==> config.mk <==
export PLATFORM = sky130hd
export DESIGN_NAME = rate_group_task_dispatcher_flat
export DESIGN_NICKNAME = d
export VERILOG_FILES = /design/src/hw/rtl/rgtd_pkg.sv /design/src/hw/rtl/rgtd_if.sv /design/src/hw/rtl/rate_group_task_dispatcher.sv /design/src/flat_wrapper.sv
export VERILOG_INCLUDE_DIRS = /design/src /design/src/hw/rtl
export SDC_FILE = /design/constraint.sdc
export NUM_CORES = 2
export LEC_CHECK = 0
export BUFFER_PORTS_ARGS = -buffer_cell sky130_fd_sc_hd__buf_2
export CELL_PAD_IN_SITES_DETAIL_PLACEMENT = 0
export CELL_PAD_IN_SITES_GLOBAL_PLACEMENT = 1
export CORE_ASPECT_RATIO = 1.4
export CORE_MARGIN = 4
export CORE_UTILIZATION = 45
export CTS_CLUSTER_SIZE = 20
export DETAILED_ROUTE_END_ITERATION = 6
export GPL_ROUTABILITY_DRIVEN = 0
export PLACE_DENSITY = 0.69
export SYNTH_ARGS = -nofsm -noshare
export SYNTH_HDL_FRONTEND = slang
export SYNTH_SLANG_ARGS = --single-unit
==> constraint.sdc <==
create_clock -name clk -period 15.3 [get_ports clk]
set_input_delay 4.59 -clock clk [delete_from_list [all_inputs] [get_ports clk]]
set_output_delay 4.59 -clock clk [all_outputs]
set_load 0.02 [all_outputs]
==> src/hw/rtl/rate_group_task_dispatcher_assert.svh <==
// Assertion macros for the rate group task dispatcher.
// Used by the top level; depends only on a clk and rst in scope.
`ifndef RATE_GROUP_TASK_DISPATCHER_ASSERT_SVH
`define RATE_GROUP_TASK_DISPATCHER_ASSERT_SVH

// The consequent must hold in the same cycle as the antecedent.
`define RGTD_ASSERT_NOW(lbl, ante, cons, msg) \
  lbl: assert property (@(posedge clk) disable iff (rst) (ante) |-> (cons)) else $error(msg);

// The consequent must hold in the cycle after the antecedent.
`define RGTD_ASSERT_NEXT(lbl, ante, cons, msg) \
  lbl: assert property (@(posedge clk) disable iff (rst) (ante) |=> (cons)) else $error(msg);

`endif

==> src/hw/rtl/rgtd_pkg.sv <==
// Shared types and constants of the rate group task dispatcher.
// No dependencies; used by the top level.
`default_nettype none

package rgtd_pkg;

  localparam int CFG_IDX_W  = 1;
  localparam int CFG_DATA_W = 20;

  localparam logic [CFG_IDX_W-1:0] REG_PERIOD = 1'd0;
  localparam logic [CFG_IDX_W-1:0] REG_WINDOW = 1'd1;

  localparam logic [19:0] PERIOD_RESET = 20'd10000;
  localparam logic [9:0]  WINDOW_RESET = 10'd100;

  localparam logic [1:0] MODE_ADD    = 2'd0;
  localparam logic [1:0] MODE_START  = 2'd1;
  localparam logic [1:0] MODE_REPORT = 2'd2;
  localparam logic [1:0] MODE_END    = 2'd3;

  localparam logic [2:0] ST_OK       = 3'd0;
  localparam logic [2:0] ST_INVALID  = 3'd1;
  localparam logic [2:0] ST_RANGE    = 3'd2;
  localparam logic [2:0] ST_NO_SPACE = 3'd3;
  localparam logic [2:0] ST_BAD_TASK = 3'd4;

  localparam int          PCT_NUM_W = 55;
  localparam logic [6:0]  PCT_FULL  = 7'd100;

  typedef struct packed {
    logic [31:0] last_us;
    logic [47:0] sum_us;
    logic [31:0] runs;
    logic [31:0] peak_us;
  } stat_t;

  typedef struct packed {
    logic [1:0]  kind;
    logic [2:0]  status;
    logic [3:0]  task_slot;
    logic        last;
    logic        due_valid;
    logic        on_time;
    logic [6:0]  load_pct;
    logic [31:0] overrun_count;
    logic [3:0]  worst_task;
    logic        worst_valid;
    logic [31:0] task_max_us;
    logic [31:0] task_runs;
  } res_t;

endpackage

`default_nettype wire

==> src/hw/rtl/rgtd_if.sv <==
// Command and result channel interfaces of the rate group task dispatcher.
// Each carries valid, ready and the payload fields of one word.
`default_nettype none

interface rgtd_cmd_if;
  logic        valid;
  logic        ready;
  logic [1:0]  mode;
  logic [15:0] divider;
  logic [15:0] phase;
  logic [3:0]  task_id;
  logic [31:0] elapsed_us;
  logic [31:0] busy_us;

  modport source (output valid, mode, divider, phase, task_id, elapsed_us, busy_us,
                  input ready);
  modport sink (input valid, mode, divider, phase, task_id, elapsed_us, busy_us,
                output ready);
endinterface

interface rgtd_rsp_if;
  logic        valid;
  logic        ready;
  logic [1:0]  kind;
  logic [2:0]  status;
  logic [3:0]  task_slot;
  logic        last;
  logic        due_valid;
  logic        on_time;
  logic [6:0]  load_pct;
  logic [31:0] overrun_count;
  logic [3:0]  worst_task;
  logic        worst_valid;
  logic [31:0] task_max_us;
  logic [31:0] task_runs;

  modport source (output valid, kind, status, task_slot, last, due_valid, on_time,
                  load_pct, overrun_count, worst_task, worst_valid, task_max_us,
                  task_runs, input ready);
  modport sink (input valid, kind, status, task_slot, last, due_valid, on_time,
                load_pct, overrun_count, worst_task, worst_valid, task_max_us,
                task_runs, output ready);
endinterface

`default_nettype wire

==> src/hw/rtl/rate_group_task_dispatcher.sv <==
// Rate group task dispatcher: one restoring divider shared by the due test and the load percent.
// Tick start walks the task table; tick end walks it only after an overrun. Each task step divides the
// tick counter, one remainder bit per cycle; a closing window adds a division for the percent.
// One command word is in flight at a time; a result word waits in the output register.
// Synchronous reset clears control state, counters and statistic valid bits; no clearing pass.
// Depends on rgtd_pkg, rgtd_if.sv and rate_group_task_dispatcher_assert.svh.
`default_nettype none

module rate_group_task_dispatcher #(
  parameter int MAX_TASKS = 16,
  parameter int TICK_BITS = 32
) (
  input  logic                           clk,
  input  logic                           rst,
  input  logic                           cfg_wr_en,
  input  logic [rgtd_pkg::CFG_IDX_W-1:0]  cfg_index,
  input  logic [rgtd_pkg::CFG_DATA_W-1:0] cfg_data,
  rgtd_cmd_if.sink                       cmd,
  rgtd_rsp_if.source                     rsp
);
  import rgtd_pkg::*;

  localparam int IDX_W  = (MAX_TASKS > 1) ? $clog2(MAX_TASKS) : 1;
  localparam int CNT_W  = $clog2(MAX_TASKS + 1);
  localparam int NUM_W  = (TICK_BITS > PCT_NUM_W) ? TICK_BITS : PCT_NUM_W;
  localparam int STEP_W = $clog2(NUM_W + 1);

  localparam logic [3:0] S_IDLE  = 4'd0;
  localparam logic [3:0] S_REP   = 4'd1;
  localparam logic [3:0] S_WNEXT = 4'd2;
  localparam logic [3:0] S_WLOAD = 4'd3;
  localparam logic [3:0] S_WDIV  = 4'd4;
  localparam logic [3:0] S_WCHK  = 4'd5;
  localparam logic [3:0] S_TACC  = 4'd6;
  localparam logic [3:0] S_TMUL  = 4'd7;
  localparam logic [3:0] S_TLOAD = 4'd8;
  localparam logic [3:0] S_TDIV  = 4'd9;
  localparam logic [3:0] S_TPCT  = 4'd10;
  localparam logic [3:0] S_TOUT  = 4'd11;

  logic [3:0]            state;
  logic [19:0]           period;
  logic [9:0]            window;
  logic [CNT_W-1:0]      task_count;
  logic [TICK_BITS-1:0]  tick_counter;
  logic [47:0]           busy_accum;
  logic [9:0]            window_count;
  logic [6:0]            load_value;
  logic [31:0]           overrun_total;

  logic [15:0]           task_rate_div [MAX_TASKS];
  logic [15:0]           task_phase [MAX_TASKS];
  stat_t                 stats [MAX_TASKS];
  logic [MAX_TASKS-1:0]  stat_valid;
  logic [15:0]           rd_div;
  logic [15:0]           rd_phase;
  stat_t                 rd_stat;
  logic [IDX_W-1:0]      rd_addr;

  logic [1:0]            mode_r;
  logic [3:0]            id_r;
  logic                  rep_bad;
  logic [31:0]           elapsed_r;
  logic [31:0]           busy_r;
  logic                  overran;
  logic [CNT_W-1:0]      wk_idx;
  logic                  pend_valid;
  logic [3:0]            pend_idx;
  logic [31:0]           worst_time;
  logic [3:0]            worst_idx;
  logic                  worst_valid;
  logic [47:0]           sum_r;
  logic [9:0]            wc_r;
  logic [PCT_NUM_W-1:0]  prod_r;
  logic [29:0]           win_r;

  logic [NUM_W-1:0]      dv_num;
  logic [31:0]           dv_rem;
  logic [31:0]           dv_den;
  logic [STEP_W-1:0]     dv_cnt;
  logic [7:0]            dv_q;
  logic                  dv_sat;
  logic [32:0]           rem_sh;
  logic                  dv_ge;

  logic                  can_emit;
  logic                  acc;
  logic                  emit;
  res_t                  res;
  logic [2:0]            add_status;
  stat_t                 cur_stat;
  stat_t                 new_stat;
  logic [48:0]           total_sum;
  logic [48:0]           accum_sum;
  logic [47:0]           accum_sat;
  logic [9:0]            wc1;
  logic                  walk_done;
  logic                  due;
  logic [31:0]           due_last;

  assign can_emit  = !rsp.valid || rsp.ready;
  assign cmd.ready = (state == S_IDLE) && can_emit;
  assign acc       = cmd.valid && cmd.ready;
  assign rd_addr   = (state == S_IDLE) ? IDX_W'(cmd.task_id) :
                     (state == S_REP)  ? IDX_W'(id_r) : wk_idx[IDX_W-1:0];

  assign rem_sh    = {dv_rem, dv_num[NUM_W-1]};
  assign dv_ge     = rem_sh >= {1'b0, dv_den};
  assign walk_done = wk_idx >= task_count;
  assign due       = (rd_div != 16'd0) && (dv_rem == 32'(rd_phase));
  assign cur_stat  = stat_valid[rd_addr] ? rd_stat : '0;
  assign due_last  = cur_stat.last_us;
  assign total_sum = {1'b0, cur_stat.sum_us} + 49'(elapsed_r);
  assign accum_sum = {1'b0, busy_accum} + 49'(busy_r);
  assign accum_sat = accum_sum[48] ? '1 : accum_sum[47:0];
  assign wc1       = window_count + 10'd1;

  always_comb begin
    new_stat.last_us  = elapsed_r;
    new_stat.sum_us   = total_sum[48] ? '1 : total_sum[47:0];
    new_stat.runs     = (cur_stat.runs == '1) ? cur_stat.runs : cur_stat.runs + 32'd1;
    new_stat.peak_us  = (elapsed_r > cur_stat.peak_us) ? elapsed_r : cur_stat.peak_us;
  end

  always_comb begin
    priority if (cmd.divider == 16'd0) begin
      add_status = ST_INVALID;
    end else if (cmd.phase >= cmd.divider) begin
      add_status = ST_RANGE;
    end else if (32'(task_count) >= 32'(MAX_TASKS)) begin
      add_status = ST_NO_SPACE;
    end else begin
      add_status = ST_OK;
    end
  end

  always_comb begin
    emit = 1'b0;
    res  = '0;
    unique case (state)
      S_IDLE: begin
        if (acc && cmd.mode == MODE_ADD) begin
          emit       = 1'b1;
          res.kind   = MODE_ADD;
          res.status = add_status;
          if (add_status == ST_OK) res.task_slot = 4'(task_count);
        end
      end
      S_REP: begin
        emit     = can_emit;
        res.kind = MODE_REPORT;
        if (rep_bad) begin
          res.status = ST_BAD_TASK;
        end else begin
          res.task_slot   = id_r;
          res.task_max_us = new_stat.peak_us;
          res.task_runs   = new_stat.runs;
        end
      end
      S_WNEXT: begin
        if (mode_r == MODE_START && walk_done) begin
          emit          = can_emit;
          res.kind      = MODE_START;
          res.last      = 1'b1;
          res.due_valid = pend_valid;
          res.task_slot = pend_valid ? pend_idx : 4'd0;
        end
      end
      S_WCHK: begin
        if (mode_r == MODE_START && due && pend_valid) begin
          emit          = can_emit;
          res.kind      = MODE_START;
          res.due_valid = 1'b1;
          res.task_slot = pend_idx;
        end
      end
      S_TOUT: begin
        emit              = can_emit;
        res.kind          = MODE_END;
        res.on_time       = !overran;
        res.load_pct      = load_value;
        res.overrun_count = overrun_total;
        res.worst_task    = worst_valid ? worst_idx : 4'd0;
        res.worst_valid   = worst_valid;
      end
      default: begin
        emit = 1'b0;
      end
    endcase
  end

  always_ff @(posedge clk) begin
    rd_div   <= task_rate_div[rd_addr];
    rd_phase <= task_phase[rd_addr];
    rd_stat  <= stats[rd_addr];
    if (acc && cmd.mode == MODE_ADD && add_status == ST_OK) begin
      task_rate_div[task_count[IDX_W-1:0]] <= cmd.divider;
      task_phase[task_count[IDX_W-1:0]]    <= cmd.phase;
    end
    if (state == S_REP && can_emit && !rep_bad) begin
      stats[rd_addr] <= new_stat;
    end
  end

  always_ff @(posedge clk) begin
    if (rst) begin
      rsp.valid <= 1'b0;
    end else if (emit) begin
      rsp.valid <= 1'b1;
    end else if (rsp.ready) begin
      rsp.valid <= 1'b0;
    end
    if (emit) begin
      rsp.kind          <= res.kind;
      rsp.status        <= res.status;
      rsp.task_slot     <= res.task_slot;
      rsp.last          <= res.last;
      rsp.due_valid     <= res.due_valid;
      rsp.on_time       <= res.on_time;
      rsp.load_pct      <= res.load_pct;
      rsp.overrun_count <= res.overrun_count;
      rsp.worst_task    <= res.worst_task;
      rsp.worst_valid   <= res.worst_valid;
      rsp.task_max_us   <= res.task_max_us;
      rsp.task_runs     <= res.task_runs;
    end
  end

  always_ff @(posedge clk) begin
    if (state == S_WDIV || state == S_TDIV) begin
      dv_rem <= dv_ge ? 32'(rem_sh - {1'b0, dv_den}) : rem_sh[31:0];
      dv_num <= dv_num << 1;
      dv_q   <= {dv_q[6:0], dv_ge};
      dv_sat <= dv_sat | dv_q[7];
      dv_cnt <= dv_cnt - STEP_W'(1);
    end else if (state == S_WLOAD) begin
      dv_num <= NUM_W'(tick_counter) << (NUM_W - TICK_BITS);
      dv_den <= 32'(rd_div);
      dv_rem <= '0;
      dv_q   <= '0;
      dv_sat <= 1'b0;
      dv_cnt <= STEP_W'(TICK_BITS);
    end else if (state == S_TLOAD) begin
      dv_num <= NUM_W'(prod_r) << (NUM_W - PCT_NUM_W);
      dv_den <= (win_r == 30'd0) ? 32'd1 : 32'(win_r);
      dv_rem <= '0;
      dv_q   <= '0;
      dv_sat <= 1'b0;
      dv_cnt <= STEP_W'(PCT_NUM_W);
    end
  end

  always_ff @(posedge clk) begin
    if (rst) begin
      state         <= S_IDLE;
      period        <= PERIOD_RESET;
      window        <= WINDOW_RESET;
      task_count    <= '0;
      tick_counter  <= '0;
      busy_accum    <= '0;
      window_count  <= '0;
      load_value    <= '0;
      overrun_total <= '0;
      stat_valid    <= '0;
      pend_valid    <= 1'b0;
      worst_valid   <= 1'b0;
    end else begin
      if (cfg_wr_en) begin
        if (cfg_index == REG_PERIOD) period <= cfg_data;
        if (cfg_index == REG_WINDOW) window <= cfg_data[9:0];
      end
      unique case (state)
        S_IDLE: begin
          if (acc) begin
            mode_r      <= cmd.mode;
            id_r        <= cmd.task_id;
            rep_bad     <= 32'(cmd.task_id) >= 32'(task_count);
            elapsed_r   <= cmd.elapsed_us;
            busy_r      <= cmd.busy_us;
            overran     <= cmd.busy_us > 32'(period);
            wk_idx      <= '0;
            pend_valid  <= 1'b0;
            worst_valid <= 1'b0;
            worst_time  <= '0;
            unique case (cmd.mode)
              MODE_ADD: begin
                if (add_status == ST_OK) task_count <= task_count + CNT_W'(1);
              end
              MODE_START: state <= S_WNEXT;
              MODE_REPORT: state <= S_REP;
              MODE_END: state <= (cmd.busy_us > 32'(period)) ? S_WNEXT : S_TACC;
              default: state <= S_IDLE;
            endcase
          end
        end
        S_REP: begin
          if (can_emit) begin
            if (!rep_bad) stat_valid[rd_addr] <= 1'b1;
            state <= S_IDLE;
          end
        end
        S_WNEXT: begin
          if (!walk_done) begin
            state <= S_WLOAD;
          end else if (mode_r == MODE_END) begin
            state <= S_TACC;
          end else if (can_emit) begin
            state <= S_IDLE;
          end
        end
        S_WLOAD: state <= S_WDIV;
        S_WDIV: begin
          if (dv_cnt == STEP_W'(1)) state <= S_WCHK;
        end
        S_WCHK: begin
          if (mode_r == MODE_START) begin
            if (!(due && pend_valid) || can_emit) begin
              if (due) begin
                pend_valid <= 1'b1;
                pend_idx   <= 4'(wk_idx);
              end
              wk_idx <= wk_idx + CNT_W'(1);
              state  <= S_WNEXT;
            end
          end else begin
            if (due && due_last > worst_time) begin
              worst_time  <= due_last;
              worst_idx   <= 4'(wk_idx);
              worst_valid <= 1'b1;
            end
            wk_idx <= wk_idx + CNT_W'(1);
            state  <= S_WNEXT;
          end
        end
        S_TACC: begin
          if (overran && overrun_total != '1) overrun_total <= overrun_total + 32'd1;
          sum_r <= accum_sat;
          wc_r  <= wc1;
          if (wc1 >= window) begin
            busy_accum   <= '0;
            window_count <= '0;
            state        <= S_TMUL;
          end else begin
            busy_accum   <= accum_sat;
            window_count <= wc1;
            state        <= S_TOUT;
          end
        end
        S_TMUL: begin
          prod_r <= PCT_NUM_W'(sum_r) * PCT_NUM_W'(PCT_FULL);
          win_r  <= 30'(period) * 30'(wc_r);
          state  <= S_TLOAD;
        end
        S_TLOAD: state <= S_TDIV;
        S_TDIV: begin
          if (dv_cnt == STEP_W'(1)) state <= S_TPCT;
        end
        S_TPCT: begin
          load_value <= (dv_sat || dv_q > 8'(PCT_FULL)) ? PCT_FULL : dv_q[6:0];
          state      <= S_TOUT;
        end
        S_TOUT: begin
          if (can_emit) begin
            tick_counter <= tick_counter + TICK_BITS'(1);
            state        <= S_IDLE;
          end
        end
        default: state <= S_IDLE;
      endcase
    end
  end

`include "rate_group_task_dispatcher_assert.svh"

  `RGTD_ASSERT_NOW(a_count_bound, 1'b1, 32'(task_count) <= 32'(MAX_TASKS), "task count overflow")
  `RGTD_ASSERT_NOW(a_load_bound, 1'b1, load_value <= PCT_FULL, "load percent above full")
  `RGTD_ASSERT_NOW(a_start_due, rsp.valid && rsp.kind == MODE_START && !rsp.last,
    rsp.due_valid, "non-final tick start word without a due task")
  `RGTD_ASSERT_NEXT(a_busy_after_cmd, acc && cmd.mode != MODE_ADD, state != S_IDLE,
    "sequencer idle right after a multi-cycle command")

endmodule

`default_nettype wire
==> src/flat_wrapper.sv <==
// flat-port wrapper written by rule: the top's interface ports become plain ports
module rate_group_task_dispatcher_flat import rgtd_pkg::*;
#(
  parameter int MAX_TASKS = 16,
  parameter int TICK_BITS = 32
)
  (clk, rst, cfg_wr_en, cfg_index, cfg_data, cmd_valid, cmd_mode, cmd_divider, cmd_phase, cmd_task_id, cmd_elapsed_us, cmd_busy_us, cmd_ready, rsp_valid, rsp_kind, rsp_status, rsp_task_slot, rsp_last, rsp_due_valid, rsp_on_time, rsp_load_pct, rsp_overrun_count, rsp_worst_task, rsp_worst_valid, rsp_task_max_us, rsp_task_runs, rsp_ready);
  rgtd_cmd_if cmd_i ();
  rgtd_rsp_if rsp_i ();
  input  logic clk;
  input  logic rst;
  input  logic cfg_wr_en;
  input  logic [rgtd_pkg::CFG_IDX_W-1:0] cfg_index;
  input  logic [rgtd_pkg::CFG_DATA_W-1:0] cfg_data;
  input wire logic [$bits(cmd_i.valid)-1:0] cmd_valid;
  input wire logic [$bits(cmd_i.mode)-1:0] cmd_mode;
  input wire logic [$bits(cmd_i.divider)-1:0] cmd_divider;
  input wire logic [$bits(cmd_i.phase)-1:0] cmd_phase;
  input wire logic [$bits(cmd_i.task_id)-1:0] cmd_task_id;
  input wire logic [$bits(cmd_i.elapsed_us)-1:0] cmd_elapsed_us;
  input wire logic [$bits(cmd_i.busy_us)-1:0] cmd_busy_us;
  output wire logic [$bits(cmd_i.ready)-1:0] cmd_ready;
  output wire logic [$bits(rsp_i.valid)-1:0] rsp_valid;
  output wire logic [$bits(rsp_i.kind)-1:0] rsp_kind;
  output wire logic [$bits(rsp_i.status)-1:0] rsp_status;
  output wire logic [$bits(rsp_i.task_slot)-1:0] rsp_task_slot;
  output wire logic [$bits(rsp_i.last)-1:0] rsp_last;
  output wire logic [$bits(rsp_i.due_valid)-1:0] rsp_due_valid;
  output wire logic [$bits(rsp_i.on_time)-1:0] rsp_on_time;
  output wire logic [$bits(rsp_i.load_pct)-1:0] rsp_load_pct;
  output wire logic [$bits(rsp_i.overrun_count)-1:0] rsp_overrun_count;
  output wire logic [$bits(rsp_i.worst_task)-1:0] rsp_worst_task;
  output wire logic [$bits(rsp_i.worst_valid)-1:0] rsp_worst_valid;
  output wire logic [$bits(rsp_i.task_max_us)-1:0] rsp_task_max_us;
  output wire logic [$bits(rsp_i.task_runs)-1:0] rsp_task_runs;
  input wire logic [$bits(rsp_i.ready)-1:0] rsp_ready;
  assign cmd_i.valid = cmd_valid;
  assign cmd_i.mode = cmd_mode;
  assign cmd_i.divider = cmd_divider;
  assign cmd_i.phase = cmd_phase;
  assign cmd_i.task_id = cmd_task_id;
  assign cmd_i.elapsed_us = cmd_elapsed_us;
  assign cmd_i.busy_us = cmd_busy_us;
  assign cmd_ready = cmd_i.ready;
  assign rsp_valid = rsp_i.valid;
  assign rsp_kind = rsp_i.kind;
  assign rsp_status = rsp_i.status;
  assign rsp_task_slot = rsp_i.task_slot;
  assign rsp_last = rsp_i.last;
  assign rsp_due_valid = rsp_i.due_valid;
  assign rsp_on_time = rsp_i.on_time;
  assign rsp_load_pct = rsp_i.load_pct;
  assign rsp_overrun_count = rsp_i.overrun_count;
  assign rsp_worst_task = rsp_i.worst_task;
  assign rsp_worst_valid = rsp_i.worst_valid;
  assign rsp_task_max_us = rsp_i.task_max_us;
  assign rsp_task_runs = rsp_i.task_runs;
  assign rsp_i.ready = rsp_ready;
  rate_group_task_dispatcher #(.MAX_TASKS(MAX_TASKS), .TICK_BITS(TICK_BITS)) u_core (.clk(clk), .rst(rst), .cfg_wr_en(cfg_wr_en), .cfg_index(cfg_index), .cfg_data(cfg_data), .cmd(cmd_i), .rsp(rsp_i));
endmodule
==> out/results.ini <==
[setup_path]
cpMaxStageDelayCell = nor2b_1
worstPathArrival_ps = 5880
endpoint_kind = primary output
max_stage_delay_ps = 780
worstSetupPathType = primary input to primary output
path_cells = buf_2 -> nor2b_1 -> nor2_1 -> buf_2
critPathMaxFanout = 6
cp-start-kind = primary input
worst-endpoint-required_ps = 10710
cp_common_cell = buf_2

[logic_synthesis]
netlist_area_um2 = 128000
synthesis.nets = 11800
seq_area_frac_synth_pct = 64.7
synth_top_cell_area_share_pct = 59.8
synth_cell_types = 86
synth_warnings = 0
async_flop_share_pct = 0
ys_ff_latch = 2871
avgSynthCellArea_um2 = 11.6
yosys-top-cells-area = edfxtp_1, nand2_1, nand3_1
postSynthCellCount = 11100
synth-edff-count = 2556
synth_ff_type = edfxtp_1
synth_top_area_cell = edfxtp_1

[timing]
fin_crit_ps = 10470
hold_viol_final = 0
worst_pin_slew_ps = 1220
setup_tns_ps = 0
report.final.slew_viol_count = 0
setup_viol = 0
rsz0062_at_grt = false
fmax_ghz = 0.0956
fin_skew_ps = 67.7
timing.final.crit_share_pct = 68.4
post-route-worst-setup-slack_ps = 4830
relSlewSlack_pct = 18.8

[cts]
cts_tree = done
clkTransAtPathRegs_ps = 60
insertion_delay_ps = 880
cts_max_level = 5
post-cts-setup-buffers = 0
cts_hold_buf = 0
cts_resized = 0
cts-root-buf = clkbuf_16
cts_buffer_depth = 4
clkSinkCount = 2871
numCtsBuffers = 291

[floorplanning]
coreArea_um2 = 283000
dieArea_um2 = 294000
initial_core_util_pct = 45.3
chipHeight_um = 640
die_x_um = 459
ios = 250
placement_rows = 231

[drt]
vias = 84800
first_iter_violations = 7080
dr.pass1.iters = 6
drc = 0
drtAntennaViolNets = 0
viasPerCell = 5.59
routedWlPerCell_um = 23.8
wirelength_um = 361000

[power_and_ir_drop]
irDropWorstVdd_v = 0.000210
p_per_area_nw_per_um2 = 197
p_leak_nw = 54.0

[layout]
drive_gt1_share_pct = 8.08
area_delta_synth_final_pct = 11.6
final_nets = 11900

[global_route]
grt_max_degree = 204
grt_overflow_total = 0
grt_pass1_vias = 83800
antenna_found_initial = 36
grt_use_total_pct = 24.0
grt_pass1_wl_um = 534000

[placement]
place_hpwl_um = 205000
place_ws_ps = 4810
placement.io_buffers = 249

[run]
cap_violations = 0

[hold_path]
worstHoldPathType = register to register

[run_status]
status = finished clean

==> stage by stage <==
step / power [mW] / instance area [µm²] / utilization (%) / cells / hold WS, ps
final: 28.2 / 143000 / 50.5 / 15200 / 459
after global routing: 29.8 / 143000 / 50.5 / 15200 / 482
after CTS: 28.5 / 143000 / 50.5 / 15200 / 461
after detailed placement: 21.3 / 134000 / 47.2 / 14600 / 453
after global placement: 21.2 / 134000 / 47.2 / 14600 / 446
after floorplan: 17.7 / 128000 / - / 11100 / 434
==> power by group <==
| group | internal (mW) | switching [mW] |
|---|---|---|
| sequential | 10.4 | 0.409 |
| clock | 4.12 | 3.00 |
| combinational | 2.79 | 7.54 |
==> layer usage <==
metal | global-route usage [%] | up-vias | part of all wire [%]
met3 | 2.86 | 574 | 5.2
li1 | - | 39300 | -
met1 | 29.9 | 42400 | 40
met4 | 7.76 | 0 | 3.4
met5 | 0 | - | 0
met2 | 43.4 | 2519 | 52
==> state kept, by name (all words and copies together) (netlist names), 20 cells and up <==
| register | flops |
|---|---|
| u_core.task_phase | 256 |
| u_core.stats | 1536 |
| u_core.busy_accum | 48 |
| u_core.dv_num | 53 |
| u_core.rsp.task_runs | 32 |
| u_core.rd_stat | 96 |
| u_core.prod_r | 53 |
| u_core.busy_r | 32 |
| u_core.period | 20 |
| u_core.tick_counter | 32 |
| u_core.rsp.overrun_count | 32 |
| u_core.dv_rem | 32 |
| u_core.overrun_total | 32 |
| u_core.worst_time | 32 |
| u_core.elapsed_r | 32 |
| u_core.win_r | 30 |
| u_core.dv_den | 30 |
| u_core.sum_r | 48 |
| u_core.rsp.task_max_us | 32 |
| u_core.task_rate_div | 256 |
==> Yosys cell counts, types with 6 or more instances <==
library cell,n
ha_1,410
a222oi_1,6
a22oi_1,24
o21ai_0,117
a21o_1,137
nor3_1,67
nand2b_1,32
xor2_1,100
nand3b_1,11
clkbuf_1,499
buf_1,59
o211ai_1,19
or4_1,8
or3_1,19
fa_1,187
and4_1,19
o31a_1,7
and3_1,56
inv_1,543
nor2_1,383
and2_1,208
nor4_1,28
a22o_1,25
a211o_1,7
edfxtp_1,2556
o31ai_1,13
nand3_1,1678
o21bai_1,12
nor2b_1,66
a211oi_1,35
o21a_1,51
a31oi_1,58
o21ai_1,7
xnor2_1,140
mux2i_1,32
or2_2,9
a2111oi_0,9
nand4_1,190
nand2_1,2598
buf_2,19
dfxtp_1,315
a21oi_1,232
mux2_2,8
==> worst max-delay path, delay by kind of cell <==
kind,cells,cell delay [ps]
buffers and inverters,2,320
and+or+nand+nor,2,960
==> cell families (layout without fill, tap and decap cells) <==
family,count (synthesis),count (layout),synth area share (%)
adders and majority gates,597,597,6.92
other,0,14,0
and+or+nand+nor,5388,5388,18.9
DFF,2871,2871,64.7
xor gates and xnor gates,240,240,1.64
muxes,41,41,0.329
AOI/OAI and AO/OA,818,818,4.17
buffers and inverters,1126,1468,3.33
==> layout make-up <==
| cell class | count | area (µm²) |
|---|---|---|
| multi-input cells | 7084 | 41400 |
| flip-flops and latches | 2871 | 83100 |
| fillers | 24800 | 140000 |
| well taps | 3728 | 4660 |
| clock buffers | 394 | 8130 |
| diodes | 14 | 35.0 |
| inverters | 545 | 2050 |
| repair buffers | 398 | 2580 |
| clock inverters | 131 | 1270 |
==> cell usage in the layout, fill, tap and decap left out, types with 208 or more instances in the layout <==
| master | count |
|---|---|
| and2_1 | 208 |
| buf_2 | 248 |
| clkbuf_16 | 303 |
| a21oi_1 | 229 |
| nand3_1 | 1678 |
| inv_1 | 543 |
| dfxtp_1 | 315 |
| nor2_1 | 356 |
| ha_1 | 410 |
| nand2_1 | 2596 |
| edfxtp_1 | 2556 |
==> worst paths after layout <==
path / slack, ps / startpoint / cells after the start / to
worst max-delay path: 4830 / rsp_ready / 4 / cmd_ready
worst min-delay path: 460 / u_core.busy_accum[8] / 2 / u_core.busy_accum[8]
worst max register to register: 8160 / u_core.state[3] / 21 / u_core.stats[1][31]
worst min register to register: 460 / u_core.busy_accum[8] / 2 / u_core.busy_accum[8]
Power figures use the tool's default switching activity.
